## src/hdl/olad_pkg.sv

```systemverilog
// Shared constants and types for the ordered list block.
`timescale 1ns / 1ps

package olad_pkg;

    localparam int CAPACITY  = 16;
    localparam int DATA_W    = 32;
    localparam int FUNC_W    = 2;
    localparam int POS_W     = 4;
    localparam int STATUS_W  = 3;
    localparam int COUNT_W   = 5;
    localparam int CNT_W     = $clog2(CAPACITY + 1);
    localparam int CMP_W     = (CNT_W > POS_W) ? CNT_W : POS_W;

    // operation codes
    localparam logic [FUNC_W-1:0] OP_APPEND = 2'd0;
    localparam logic [FUNC_W-1:0] OP_DELETE = 2'd1;
    localparam logic [FUNC_W-1:0] OP_READ   = 2'd2;

    // status codes
    localparam logic [STATUS_W-1:0] ST_OK        = 3'd0;
    localparam logic [STATUS_W-1:0] ST_EMPTY     = 3'd1;
    localparam logic [STATUS_W-1:0] ST_NOT_FOUND = 3'd2;
    localparam logic [STATUS_W-1:0] ST_FULL      = 3'd3;
    localparam logic [STATUS_W-1:0] ST_RANGE     = 3'd4;

    // per-cell command from the list control
    typedef struct packed {
        logic wr;     // load the key into this cell
        logic del;    // delete in progress
        logic valid;  // cell holds a live entry
        logic sel;    // cell is the read position
    } cell_ctl_t;

    // carried from one cell to the next, head toward tail
    typedef struct packed {
        logic              hit;  // a match at or before this cell
        logic [DATA_W-1:0] rd;   // read data picked up so far
    } cell_link_t;

endpackage

```

## src/hdl/olad_if.sv

```systemverilog
// Valid/ready channel interfaces for the ordered list block.
`timescale 1ns / 1ps

interface olad_req_if;
    logic                                valid;
    logic                                ready;
    logic [olad_pkg::FUNC_W-1:0]         func;
    logic signed [olad_pkg::DATA_W-1:0]  value;
    logic [olad_pkg::POS_W-1:0]          position;

    modport source (output valid, func, value, position, input ready);
    modport sink   (input valid, func, value, position, output ready);
endinterface

interface olad_rsp_if;
    logic                                valid;
    logic                                ready;
    logic [olad_pkg::STATUS_W-1:0]       status;
    logic signed [olad_pkg::DATA_W-1:0]  read_value;
    logic [olad_pkg::COUNT_W-1:0]        entry_count;

    modport source (output valid, status, read_value, entry_count, input ready);
    modport sink   (input valid, status, read_value, entry_count, output ready);
endinterface

```

## src/hdl/olad_cell.sv

```systemverilog
// One list cell: holds an entry, compares it with the key, shifts on delete.
`timescale 1ns / 1ps

module olad_cell
(
    input  logic                         clk,
    input  olad_pkg::cell_ctl_t          ctl,
    input  logic [olad_pkg::DATA_W-1:0]  key,
    input  logic [olad_pkg::DATA_W-1:0]  next_value,
    input  olad_pkg::cell_link_t         link_in,
    output olad_pkg::cell_link_t         link_out,
    output logic [olad_pkg::DATA_W-1:0]  value
);

    logic [olad_pkg::DATA_W-1:0] value_reg;
    logic [olad_pkg::DATA_W-1:0] value_next;
    logic                        match;
    logic                        at_or_after_hit;

    assign match           = ctl.valid && (value_reg == key);
    assign at_or_after_hit = link_in.hit || match;

    assign link_out.hit = at_or_after_hit;
    assign link_out.rd  = ctl.sel ? value_reg : link_in.rd;
    assign value        = value_reg;

    always_comb
    begin
        priority if (ctl.wr)
        begin
            value_next = key;
        end
        else if (ctl.del && at_or_after_hit)
        begin
            // close the gap: take the neighbor toward the tail
            value_next = next_value;
        end
        else
        begin
            value_next = value_reg;
        end
    end

    always_ff @(posedge clk)
    begin
        value_reg <= value_next;
    end

endmodule

```

## src/hdl/ordered_list_append_delete.sv

```systemverilog
// Top level: ordered list kept in a chain of cells, with an output register.
`timescale 1ns / 1ps
//
//  channel | dir | beat contents                        | accepted when
//  --------+-----+--------------------------------------+--------------------------
//  req     | in  | func, value, position                | req.valid && req.ready
//  rsp     | out | status, read_value, entry_count      | rsp.valid && rsp.ready
//
//  A req beat is applied to all cells at the clock edge that accepts it and its rsp
//  beat is valid on the next cycle. Throughput is one beat per cycle while rsp is not
//  stalled, set by the compare/shift across the cell chain at the accepting edge.
//  req.ready is high whenever the output register is empty or being drained, so a
//  stalled rsp holds the one finished result and blocks only further req beats.
//  Reset empties the list (count to zero) and drops any pending result; cell contents
//  are not cleared, as entries beyond the count are never read.

module ordered_list_append_delete
(
    input  logic              clk,
    input  logic              rst_n,
    olad_req_if.sink          req,
    olad_rsp_if.source        rsp
);

    localparam int N = olad_pkg::CAPACITY;

    // list length
    logic [olad_pkg::CNT_W-1:0]    count_reg;
    logic [olad_pkg::CNT_W-1:0]    count_next;

    // output register
    logic                          rsp_valid_reg;
    logic                          rsp_valid_next;
    logic [olad_pkg::STATUS_W-1:0] status_reg;
    logic [olad_pkg::STATUS_W-1:0] status_next;
    logic [olad_pkg::DATA_W-1:0]   rdata_reg;
    logic [olad_pkg::DATA_W-1:0]   rdata_next;
    logic [olad_pkg::COUNT_W-1:0]  ecount_reg;

    logic                          accept;
    logic                          is_full;
    logic                          is_empty;
    logic                          pos_ok;
    logic                          found;
    logic                          do_append;
    logic                          do_delete;
    logic [olad_pkg::CMP_W-1:0]    count_cmp;
    logic [olad_pkg::CMP_W-1:0]    pos_cmp;
    logic [olad_pkg::DATA_W-1:0]   key;

    olad_pkg::cell_ctl_t           ctl  [N];
    olad_pkg::cell_link_t          link [N+1];
    logic [olad_pkg::DATA_W-1:0]   cell_value [N];

    // a new beat is taken whenever the result register frees up this cycle
    assign req.ready = !rsp_valid_reg || rsp.ready;
    assign accept    = req.valid && req.ready;

    assign key       = req.value;
    assign count_cmp = olad_pkg::CMP_W'(count_reg);
    assign pos_cmp   = olad_pkg::CMP_W'(req.position);
    assign is_full   = (count_reg == olad_pkg::CNT_W'(N));
    assign is_empty  = (count_reg == '0);
    assign pos_ok    = (pos_cmp < count_cmp);

    assign do_append = accept && (req.func == olad_pkg::OP_APPEND) && !is_full;
    assign do_delete = accept && (req.func == olad_pkg::OP_DELETE);

    // head of the chain: no match yet, no read data
    assign link[0].hit = 1'b0;
    assign link[0].rd  = '0;
    assign found       = link[N].hit;

    // ---------------------------------------------------------------------
    // Cell chain: cell 0 is the head. A delete shifts every cell at or past
    // the first match; with no match nothing moves.
    // ---------------------------------------------------------------------
    for (genvar i = 0; i < N; i++)
    begin : g_cell
        assign ctl[i].valid = (olad_pkg::CMP_W'(i) < count_cmp);
        assign ctl[i].sel   = (olad_pkg::CMP_W'(i) == pos_cmp);
        assign ctl[i].wr    = do_append && (olad_pkg::CMP_W'(i) == count_cmp);
        assign ctl[i].del   = do_delete;

        if (i == N - 1)
        begin : g_tail
            olad_cell u_cell
            (
                .clk        (clk),
                .ctl        (ctl[i]),
                .key        (key),
                .next_value (cell_value[i]),
                .link_in    (link[i]),
                .link_out   (link[i+1]),
                .value      (cell_value[i])
            );
        end
        else
        begin : g_body
            olad_cell u_cell
            (
                .clk        (clk),
                .ctl        (ctl[i]),
                .key        (key),
                .next_value (cell_value[i+1]),
                .link_in    (link[i]),
                .link_out   (link[i+1]),
                .value      (cell_value[i])
            );
        end
    end

    // ---------------------------------------------------------------------
    // Operation decode: status, read data and new length
    // ---------------------------------------------------------------------
    always_comb
    begin
        status_next = olad_pkg::ST_OK;
        rdata_next  = '0;
        count_next  = count_reg;
        unique case (req.func)
            olad_pkg::OP_APPEND:
            begin
                if (is_full)
                begin
                    status_next = olad_pkg::ST_FULL;
                end
                else
                begin
                    count_next = count_reg + olad_pkg::CNT_W'(1);
                end
            end
            olad_pkg::OP_DELETE:
            begin
                priority if (is_empty)
                begin
                    status_next = olad_pkg::ST_EMPTY;
                end
                else if (!found)
                begin
                    status_next = olad_pkg::ST_NOT_FOUND;
                end
                else
                begin
                    count_next = count_reg - olad_pkg::CNT_W'(1);
                end
            end
            olad_pkg::OP_READ:
            begin
                priority if (is_empty)
                begin
                    status_next = olad_pkg::ST_EMPTY;
                end
                else if (!pos_ok)
                begin
                    status_next = olad_pkg::ST_RANGE;
                end
                else
                begin
                    rdata_next = link[N].rd;
                end
            end
            default:
            begin
                // unused code: no change, ok status
                status_next = olad_pkg::ST_OK;
            end
        endcase
    end

    always_comb
    begin
        priority if (accept)
        begin
            rsp_valid_next = 1'b1;
        end
        else if (rsp.ready)
        begin
            rsp_valid_next = 1'b0;
        end
        else
        begin
            rsp_valid_next = rsp_valid_reg;
        end
    end

    always_ff @(posedge clk or negedge rst_n)
    begin
        if (!rst_n)
        begin
            count_reg     <= '0;
            rsp_valid_reg <= 1'b0;
        end
        else
        begin
            if (accept)
            begin
                count_reg <= count_next;
            end
            rsp_valid_reg <= rsp_valid_next;
        end
    end

    always_ff @(posedge clk)
    begin
        if (accept)
        begin
            status_reg <= status_next;
            rdata_reg  <= rdata_next;
            ecount_reg <= olad_pkg::COUNT_W'(count_next);
        end
    end

    assign rsp.valid       = rsp_valid_reg;
    assign rsp.status      = status_reg;
    assign rsp.read_value  = rdata_reg;
    assign rsp.entry_count = ecount_reg;

    // ---------------------------------------------------------------------
    // Assertions
    // ---------------------------------------------------------------------
    a_count_bound: assert property (@(posedge clk) disable iff (!rst_n)
        count_reg <= olad_pkg::CNT_W'(N))
        else $error("list length above capacity");

    a_append_grows: assert property (@(posedge clk) disable iff (!rst_n)
        (accept && req.func == olad_pkg::OP_APPEND && !is_full)
        |=> count_reg == $past(count_reg) + olad_pkg::CNT_W'(1))
        else $error("append did not grow the list");

    a_rsp_count: assert property (@(posedge clk) disable iff (!rst_n)
        accept |=> rsp.valid && rsp.entry_count == olad_pkg::COUNT_W'(count_reg))
        else $error("reported count differs from list length");

    a_rd_zero: assert property (@(posedge clk) disable iff (!rst_n)
        (rsp.valid && rsp.status != olad_pkg::ST_OK) |-> rsp.read_value == '0)
        else $error("read data nonzero on failed operation");

endmodule
```

## src/flat_wrapper.sv

```systemverilog
// flat-port wrapper written by rule: the top's interface ports become plain ports
module ordered_list_append_delete_flat 
  (clk, rst_n, req_valid, req_func, req_value, req_position, req_ready, rsp_valid, rsp_status, rsp_read_value, rsp_entry_count, rsp_ready);
  olad_req_if req_i ();
  olad_rsp_if rsp_i ();
  input  logic clk;
  input  logic rst_n;
  input wire logic [$bits(req_i.valid)-1:0] req_valid;
  input wire logic [$bits(req_i.func)-1:0] req_func;
  input wire logic [$bits(req_i.value)-1:0] req_value;
  input wire logic [$bits(req_i.position)-1:0] req_position;
  output wire logic [$bits(req_i.ready)-1:0] req_ready;
  output wire logic [$bits(rsp_i.valid)-1:0] rsp_valid;
  output wire logic [$bits(rsp_i.status)-1:0] rsp_status;
  output wire logic [$bits(rsp_i.read_value)-1:0] rsp_read_value;
  output wire logic [$bits(rsp_i.entry_count)-1:0] rsp_entry_count;
  input wire logic [$bits(rsp_i.ready)-1:0] rsp_ready;
  assign req_i.valid = req_valid;
  assign req_i.func = req_func;
  assign req_i.value = req_value;
  assign req_i.position = req_position;
  assign req_ready = req_i.ready;
  assign rsp_valid = rsp_i.valid;
  assign rsp_status = rsp_i.status;
  assign rsp_read_value = rsp_i.read_value;
  assign rsp_entry_count = rsp_i.entry_count;
  assign rsp_i.ready = rsp_ready;
  ordered_list_append_delete u_core (.clk(clk), .rst_n(rst_n), .req(req_i), .rsp(rsp_i));
endmodule
```

## config.mk

```make
export PLATFORM = sky130hd
export DESIGN_NAME = ordered_list_append_delete_flat
export DESIGN_NICKNAME = d
export VERILOG_FILES = /design/src/hdl/olad_pkg.sv /design/src/hdl/olad_if.sv /design/src/hdl/olad_cell.sv /design/src/hdl/ordered_list_append_delete.sv /design/src/flat_wrapper.sv
export SDC_FILE = /design/constraint.sdc
export NUM_CORES = 1
export LEC_CHECK = 0
export ABC_AREA = 0
export BUFFER_PORTS_ARGS = -buffer_cell sky130_fd_sc_hd__buf_4
export CAP_MARGIN = 40
export CORE_ASPECT_RATIO = 0.7
export CORE_MARGIN = 3
export CORE_UTILIZATION = 29
export CTS_BUF_LIST = sky130_fd_sc_hd__clkbuf_8 sky130_fd_sc_hd__clkbuf_16
export DETAILED_ROUTE_END_ITERATION = 12
export MAX_ROUTING_LAYER = met4
export PLACE_DENSITY = 0.55
export RECOVER_POWER = 25
export SYNTH_ARGS = -nofsm -noshare
export SYNTH_HDL_FRONTEND = slang
export SYNTH_SLANG_ARGS = --single-unit
```

## constraint.sdc

```tcl
create_clock -name clk -period 6.1 [get_ports clk]
set_input_delay 0.915 -clock clk [delete_from_list [all_inputs] [get_ports clk]]
set_output_delay 0.915 -clock clk [all_outputs]
set_load 0.02 [all_outputs]
```

==> results of run 1 <==
==> path summary, 6_finish.rpt <==
| check | startpoint | to | slack, ps | cells past startpoint |
|---|---|---|---|---|
| max | req_value[21] | u_core.g_cell[10].g_body.u_cell.value[13] | 660 | 10 |
| min | rst_n | u_core.count_cmp[1] | 150 | 1 |
| max reg2reg | u_core.count_cmp[1] | u_core.g_cell[0].g_body.u_cell.value[7] | 840 | 8 |
| min reg2reg | u_core.rsp.valid | u_core.rsp.valid | 530 | 2 |
| max in group asynchronous | rst_n | u_core.count_cmp[4] | 5650 | 1 |
| min in group clk | req_valid | u_core.rsp.valid | 470 | 2 |
==> final cells by class <==
class / instances / share of cell area
Clock inverter: 49 / 0.0129
Multi-Input combinational cell: 2095 / 0.438
Tap cell: 1620 / 0.0516
Inverter: 17 / 0.00162
Timing Repair Buffer: 187 / 0.0326
Sequential cell: 558 / 0.426
Antenna cell: 1 / 0.0000637
Clock buffer: 60 / 0.0379
==> per-layer routing <==
metal	global-route usage	up-vias	wire [microns]
met5	-	-	0
met4	0.0332	0	2310
met3	0.139	141	27500
met2	0.289	1906	56700
met1	0.390	14200	76000
li1	-	11100	-
==> cell families (layout without fill, tap and decap cells) <==
logic type / count (synthesis) / after routing / share of synthesized area
compound gates: 353 / 353 / 0.0698
buf+inv: 270 / 313 / 0.0381
mux: 541 / 541 / 0.179
simple gates: 680 / 680 / 0.105
fa+ha+maj: 8 / 8 / 0.00285
flops: 558 / 558 / 0.477
xor+xnor: 513 / 513 / 0.128
other cells: 0 / 1 / 0
==> power groups by stage <==
| stage | Combinational (uW) | Clock [uW] | Sequential, uW |
|---|---|---|---|
| floorplan | 680 | 0 | 4350 |
| global placement | 1270 | 0 | 4370 |
| detailed placement | 1300 | 0 | 4350 |
| CTS | 1300 | 3940 | 4270 |
| global route | 1380 | 4070 | 4270 |
| finish | 1360 | 3890 | 4270 |
==> cells in the final DEF (no fill, tap or decap), types with 34 or more instances in the layout <==
cell / Yosys / final
nor4_1: 156 / 155
a22oi_1: 78 / 78
nand4_1: 72 / 72
o21ai_0: 85 / 80
xnor2_1: 126 / 126
clkbuf_1: 120 / 67
mux2_2: 510 / 510
nor3_1: 62 / 56
nand3_1: 49 / 46
nor2_1: 103 / 101
clkbuf_16: 0 / 59
nand2_1: 133 / 131
buf_4: 45 / 104
xor2_1: 387 / 387
a21oi_1: 34 / 34
edfxtp_1: 552 / 552
==> stage by stage <==
step / setup WS, ps / total power (uW) / instance area, sq um
after floorplan: 623 / 5030 / 35100
after global placement: 1130 / 5640 / 37300
after detailed placement: 1170 / 5650 / 37500
after CTS: 1430 / 9510 / 39500
after global routing: 566 / 9720 / 39300
final: 662 / 9520 / 39300
==> impl_metrics.toml, run 1 <==
[floorplanning]
rows = 106
fp.dieW_microns = 422
ioPinCount = 84
initial_core_util = 0.293
core_sq_mm = 0.120
dieArea_sq_mm = 0.125
fp.dieH_microns = 297

[clock_network]
numCtsBuffers = 59
clk_pin_slew_worst_paths_ps = 60
ctsHoldBuffers = 0
cts-root-buf = "clkbuf_16"
cts_sinks = 558
cts_setup_buffers = 0
clock_latency_ps = 670
cts_tree = "done"
clockBufferDepth = 3
cts_resized = 0
htreeDepth = 2

[run_status]
violations = "max-capacitance violations, max-slew violations"
outcome = "complete, but fails checks"

[layout]
largest_reg_flops = 480
finish.utilization = 0.328
areaGrowthSynthToFinish_pct = 12.0
stdcell_count = 4587
drive_gt1_frac = 0.260
regArea_sq_mm = 0.0167
multi_input_area_sq_mm = 0.0172
n_fill_cell = 12000
nNetsFinal = 2968

[setup_path]
start_kind = "input pin"
cp.arrival_ps = 5790
path_buf_inv = 2
crit_path_end_kind = "register"
crit_path_top_delay_cell = "clkbuf_1"
crit_chain = "clkbuf_1, xor2_1, nor4_1, nand2_1, nor3_1, nor2_1, nand4_1, nor4_1, o21ai_4, buf_4"
slowest_delay_ps = 1780
path_class = "input pin to register"
cpLargestDelayFamily = "buffers and inverters"
critPathRequiredTime_ps = 6460
crit_fanout = 32
path_common_cell = "nor4_1"

[route]
dr.pass1.iters = 7
vias = 27400
wl_mm = 163
routed_via_density = 5.97
drt_iter0_drc = 4695
detail-route-antenna-nets = 0
wl_per_cell_microns = 35.4
drc = 0

[timing]
drv_slew = 558
setup-violations-final = 0
fin_worst_skew_ps = 40.0
whs_ps = 149
fmax_mhz = 184
relSlewSlack = -0.965
period_minus_slack_ps = 5440
final.period_utilization = 0.891
worst_pin_slew_ps = 2950
tns_ps = 0
hold_viol_final = 0
rsz0062_at_grt = "no"

[logic_synthesis]
post-synth-top-count-cell = "edfxtp_1"
async_flop_share = 0.0108
seq_area_frac_synth = 0.477
syn-instance-count = 2923
synth.top_cell.area_share = 0.472
yosys_warnings = 0
synth_area_leaders = "edfxtp_1 47%, mux2_2 16%, xor2_1 9.7%"
synth.largest_area_cell = "edfxtp_1"
synth-seq-cells = 558
synthTopCellsByCount = "552 x edfxtp_1, 510 x mux2_2, 387 x xor2_1, 156 x nor4_1, 133 x nand2_1"
synth_fp_nets = 2973
netlist_area_sq_mm = 0.0351
syn-mean-instance-area_sq_um = 12.0
synth.distinct_cells = 77
synth_flop_cell = "edfxtp_1"
synth-edff-count = 552

[pwr]
internal-power_uw = 6760
p_sw_uw = 2760
pwr-share-comb = 0.143
swShare = 0.290
power.share.clock = 0.409
powerDensity_mw_per_mm2 = 242
p_seq_frac = 0.449
peakVddDrop_mv = 0.270
p_leak_uw = 0.0127

[global_route]
grt_pass1_wl_mm = 220
grt_max_degree = 52
grt_pass1_vias = 25000
grt.total_usage = 0.257
antenna_found_initial = 4
grt_overflow = 0

[place]
port_buffers = 83
dp_hpwl_mm = 122
dpl.cell_count = 4469
gp_congestion = 1.04

[job]
maxCapViolCount = 18

[worst_hold_path]
hold_path_class = "input pin to asynchronous set/reset pin"
No activity file was read; power rests on OpenSTA's default activity.
==> run 2: changes to the inputs <==
PLACE_DENSITY = 0.4   (was 0.55)
==> run 2 against run 1 <==
Against the previous run:
- the run still ends with max-capacitance violations, max-slew violations left
- sequential cell count did not move
- critical path depth is 1 higher
- worst setup slack worse by 50 ps
- highest routed layer unchanged
==> impl_metrics.toml, run 2 (synthesized netlist as in run 1, its figures left out) <==
[pwr]
p_seq_frac = 0.440
power.share.clock = 0.418
p_sw_uw = 2920
peakVddDrop_mv = 0.181
powerDensity_mw_per_mm2 = 247
internal-power_uw = 6840
p_leak_uw = 0.0129
swShare = 0.299
pwr-share-comb = 0.142

[route]
drt_iter0_drc = 4721
vias = 27900
detail-route-antenna-nets = 0
routed_via_density = 6.04
dr.pass1.iters = 6
drc = 0
wl_met2_mm = 63.0
wl_mm = 181
top_layer = "met4"
wl_met1_mm = 93.7
wl_per_cell_microns = 39.2
routed-wl-met3_mm = 21.7

[run_status]
outcome = "complete, but fails checks"
violations = "max-capacitance violations, max-slew violations"

[global_route]
grt_pass1_vias = 25800
grt.total_usage = 0.288
grt_pass1_wl_mm = 240
grt_max_degree = 42
antenna_found_initial = 4
grt_overflow = 0

[floorplanning]
fp.dieW_microns = 422
core_sq_mm = 0.120
dieArea_sq_mm = 0.125
initial_core_util = 0.293
rows = 106
ioPinCount = 84
fp.dieH_microns = 297

[layout]
layout_common_cells = "552 x edfxtp_1, 510 x mux2_2, 387 x xor2_1"
drive_gt1_frac = 0.266
areaGrowthSynthToFinish_pct = 12.7
layout_commonest_cell = "edfxtp_1"
stdcell_count = 4624
largest_reg_flops = 480
nNetsFinal = 3000

[timing]
hold_viol_final = 0
final.period_utilization = 0.900
fmax_mhz = 182
drv_slew = 713
relSlewSlack = -0.886
worst_pin_slew_ps = 2830
tns_ps = 0
fin_worst_skew_ps = 27.5
setup-violations-final = 0
rsz0062_at_grt = "no"
period_minus_slack_ps = 5490

[worst_hold_path]
hold_path_class = "input pin to asynchronous set/reset pin"

[job]
maxCapViolCount = 24

[setup_path]
start_kind = "input pin"
path_class = "input pin to register"
cp.arrival_ps = 5830
crit_path_end_kind = "register"
crit_fanout = 32
critPathRequiredTime_ps = 6440

[clock_network]
cts_tree = "done"
clk_pin_slew_worst_paths_ps = 60
htreeDepth = 3
ctsHoldBuffers = 0
cts-root-buf = "clkbuf_16"
clockBufferDepth = 3
clock_latency_ps = 660
cts_setup_buffers = 0
numCtsBuffers = 68
cts_resized = 0
cts_sinks = 558

[place]
dpl.cell_count = 4490
gp_congestion = 1.01
port_buffers = 83
dp_hpwl_mm = 139
## run 2: critical path, stage by stage
cell	delay, ps
clkbuf_1	1670
xor2_1	670
nand4bb_1	470
or4_1	580
nor3_1	230
a2111oi_2	100
buf_4	220
nand3_1	130
o31ai_1	100
nand2b_2	440
buf_16	240
## run 2: area by class of cell
class                           count  area [sq um]
Clock inverter                     48           368
Fill cell                       12000         80200
Timing Repair Buffer              210          1400
Antenna cell                        5          12.5
Tap cell                         1620          2030
Sequential cell                   558         16700
Multi-Input combinational cell   2095         17200
Inverter                           17          63.8
Clock buffer                       71          1740
## run 2: worst paths after layout
kind | slack (ps) | start | depth (start not counted) | end
setup / recovery | 610 | req_value[22] | 11 | u_core.g_cell[13].g_body.u_cell.value[3]
min in group clk | 490 | req_valid | 2 | u_core.rsp.valid
hold reg to reg | 570 | u_core.rsp.valid | 2 | u_core.rsp.valid
hold / removal | 360 | rst_n | 1 | u_core.count_cmp[0]
setup reg to reg | 730 | u_core.count_cmp[1] | 7 | u_core.g_cell[0].g_body.u_cell.value[9]
max in group asynchronous | 5200 | rst_n | 1 | u_core.rsp.valid
## run 2: metal layers
| layer | vias up | global-route usage |
|---|---|---|
| met5 | - | - |
| met4 | 0 | 0.0427 |
| met3 | 174 | 0.0919 |
| met2 | 1824 | 0.327 |
| met1 | 14700 | 0.473 |
| li1 | 11200 | - |
## run 2: power groups by stage
| stage | clock [uW] | sequential, uW | combinational (uW) |
|---|---|---|---|
| after floorplan | 0 | 4350 | 680 |
| after global placement | 0 | 4370 | 1340 |
| after detailed placement | 0 | 4370 | 1350 |
| after CTS | 4170 | 4290 | 1350 |
| after global routing | 4300 | 4290 | 1410 |
| final | 4080 | 4290 | 1380 |
## run 2: metrics by stage
stage | utilization | instance area [sq um] | hold WS [ps] | total power [uW] | worst slack [ps]
final | 0.330 | 39600 | 363 | 9760 | 612
after global routing | 0.330 | 39500 | 348 | 10000 | 481
after CTS | 0.332 | 39800 | 56.4 | 9810 | 1120
after detailed placement | 0.314 | 37700 | 559 | 5720 | 1140
after global placement | 0.312 | 37400 | 522 | 5710 | 324
after floorplan | - | 35100 | 560 | 5030 | 623
==> run 3: changes to the inputs <==
RECOVER_POWER = 50   (was 25)
==> run 3 against run 2 <==
Against the previous run:
- the flow still finishes with violations (max-capacitance violations, max-slew violations)
- count of clock-buffer cells in the layout is the same
- worst hold slack gained 22 ps
- cell area shrank 0.20%
- highest routed layer unchanged
- clock skew grew 0.89 ps
- worst setup slack lost 25 ps
- sequential cell count is the same
==> impl_metrics.toml, run 3 (synthesized netlist as in run 1, its figures left out) <==
[run_status]
violations = "max-capacitance violations, max-slew violations"
outcome = "complete, but fails checks"

[clock_network]
htreeDepth = 3
cts_setup_buffers = 0
cts_sinks = 558
ctsHoldBuffers = 0
clk_pin_slew_worst_paths_ps = 60
clockBufferDepth = 3
cts_resized = 0
cts_tree = "done"
cts-root-buf = "clkbuf_16"
clock_latency_ps = 660
numCtsBuffers = 68

[pwr]
pwr-share-comb = 0.141
power.share.clock = 0.419
powerDensity_mw_per_mm2 = 247
p_leak_uw = 0.0128
internal-power_uw = 6840
p_seq_frac = 0.439
peakVddDrop_mv = 0.183
swShare = 0.300
p_sw_uw = 2930

[timing]
rsz0062_at_grt = "no"
period_minus_slack_ps = 5510
fin_ws_ps = 586
fin_worst_skew_ps = 28.4
relSlewSlack = -0.951
worst_pin_slew_ps = 2930
final.period_utilization = 0.904
drv_slew = 738
setup-violations-final = 0
fmax_mhz = 181
tns_ps = 0
hold_viol_final = 0

[setup_path]
crit_path_end_kind = "register"
path_class = "input pin to register"
critPathRequiredTime_ps = 6380
crit_chain = "clkbuf_1, xor2_1, nor4_1, nand4_1, nor4_1, a41oi_1, nand4_1, nor4_1, o21ai_4, buf_4"
start_kind = "input pin"
cp-startpoint = "req_value[31]"
crit_path_top_delay_cell = "clkbuf_1"
slowest_delay_ps = 1430
reg2reg_depth = 7
crit_fanout = 32
cp.arrival_ps = 5800
path_common_cell = "nor4_1"
r2r_start = "u_core.count_cmp[1]"

[route]
wl_per_cell_microns = 39.2
vias = 27700
wl_mm = 181
drc = 0
dr.pass1.iters = 6
routed_via_density = 6.00
drt_iter0_drc = 4656
detail-route-antenna-nets = 0

[worst_hold_path]
hold_path_class = "input pin to asynchronous set/reset pin"

[layout]
largest_reg_flops = 480
nNetsFinal = 3000
drive_gt1_frac = 0.261
layout_commonest_cell = "edfxtp_1"
areaGrowthSynthToFinish_pct = 12.5
fin_area_sq_mm = 0.0395
layout_common_cells = "552 x edfxtp_1, 509 x mux2_2, 387 x xor2_1"

[floorplanning]
initial_core_util = 0.293
fp.dieW_microns = 422
rows = 106
fp.dieH_microns = 297
core_sq_mm = 0.120
ioPinCount = 84
dieArea_sq_mm = 0.125

[global_route]
grt_pass1_vias = 25800
grt_pass1_wl_mm = 240
grt_max_degree = 42
grt.total_usage = 0.288
grt_overflow = 0
antenna_found_initial = 4

[place]
gp_congestion = 1.01
place_area_sq_mm = 0.0377
dp_hpwl_mm = 139
pre_cts_ws_ps = 1140
port_buffers = 83

[job]
maxCapViolCount = 25
run 3: final timing paths:
kind,to,slack (ps)
worst max-delay path,u_core.g_cell[10].g_body.u_cell.value[10],590
worst min-delay path,u_core.count_cmp[0],390
worst max register to register,u_core.g_cell[0].g_body.u_cell.value[9],600
worst min register to register,u_core.rsp.valid,570
max in group asynchronous,u_core.count_cmp[3],5150
min in group clk,u_core.rsp.valid,490
run 3: through the flow:
step	cells	hold WS, ps	utilization	power (uW)
6_report	4625	385	0.330	9770
5_1_grt	4621	348	0.330	10000
4_1_cts	4609	56.4	0.332	9810
3_5_place_dp	4490	559	0.314	5720
3_3_place_gp	4462	522	0.312	5710
2_1_floorplan	2923	560	-	5030
run 3: layer usage:
layer  track usage  vias up  part of all wire  routed length [microns]
li1              -    11200                 -                        -
met1         0.473    14700              0.52                    94500
met2         0.327     1679              0.35                    63000
met3        0.0919      152              0.12                    21300
met4        0.0427        0             0.015                     2660
met5             -        -                 0                        0
run 3: area by class of cell:
cell class                 instances  area, sq um
fill                           12000        80300
multi-input combinational       2095        17200
sequential                       558        16700
tap                             1620         2030
clock buffer                      71         1740
timing repair buffer             210         1370
clock inverter                    48          368
inverter                          17         63.8
antenna                            6         15.0
run 3: worst max-delay path: cells and delay by family:
| family | cells | cell delay (ps) |
|---|---|---|
| simple gates | 5 | 2050 |
| buf+inv | 2 | 1930 |
| xor+xnor | 1 | 490 |
| compound gates | 2 | 300 |
run 3: power groups by stage:
| stage | registers [uW] | logic (uW) | clock network (uW) |
|---|---|---|---|
| global route | 4290 | 1400 | 4300 |
| global placement | 4370 | 1340 | 0 |
| finish | 4290 | 1380 | 4100 |
| CTS | 4290 | 1350 | 4170 |
| detailed placement | 4370 | 1350 | 0 |
| floorplan | 4350 | 680 | 0 |
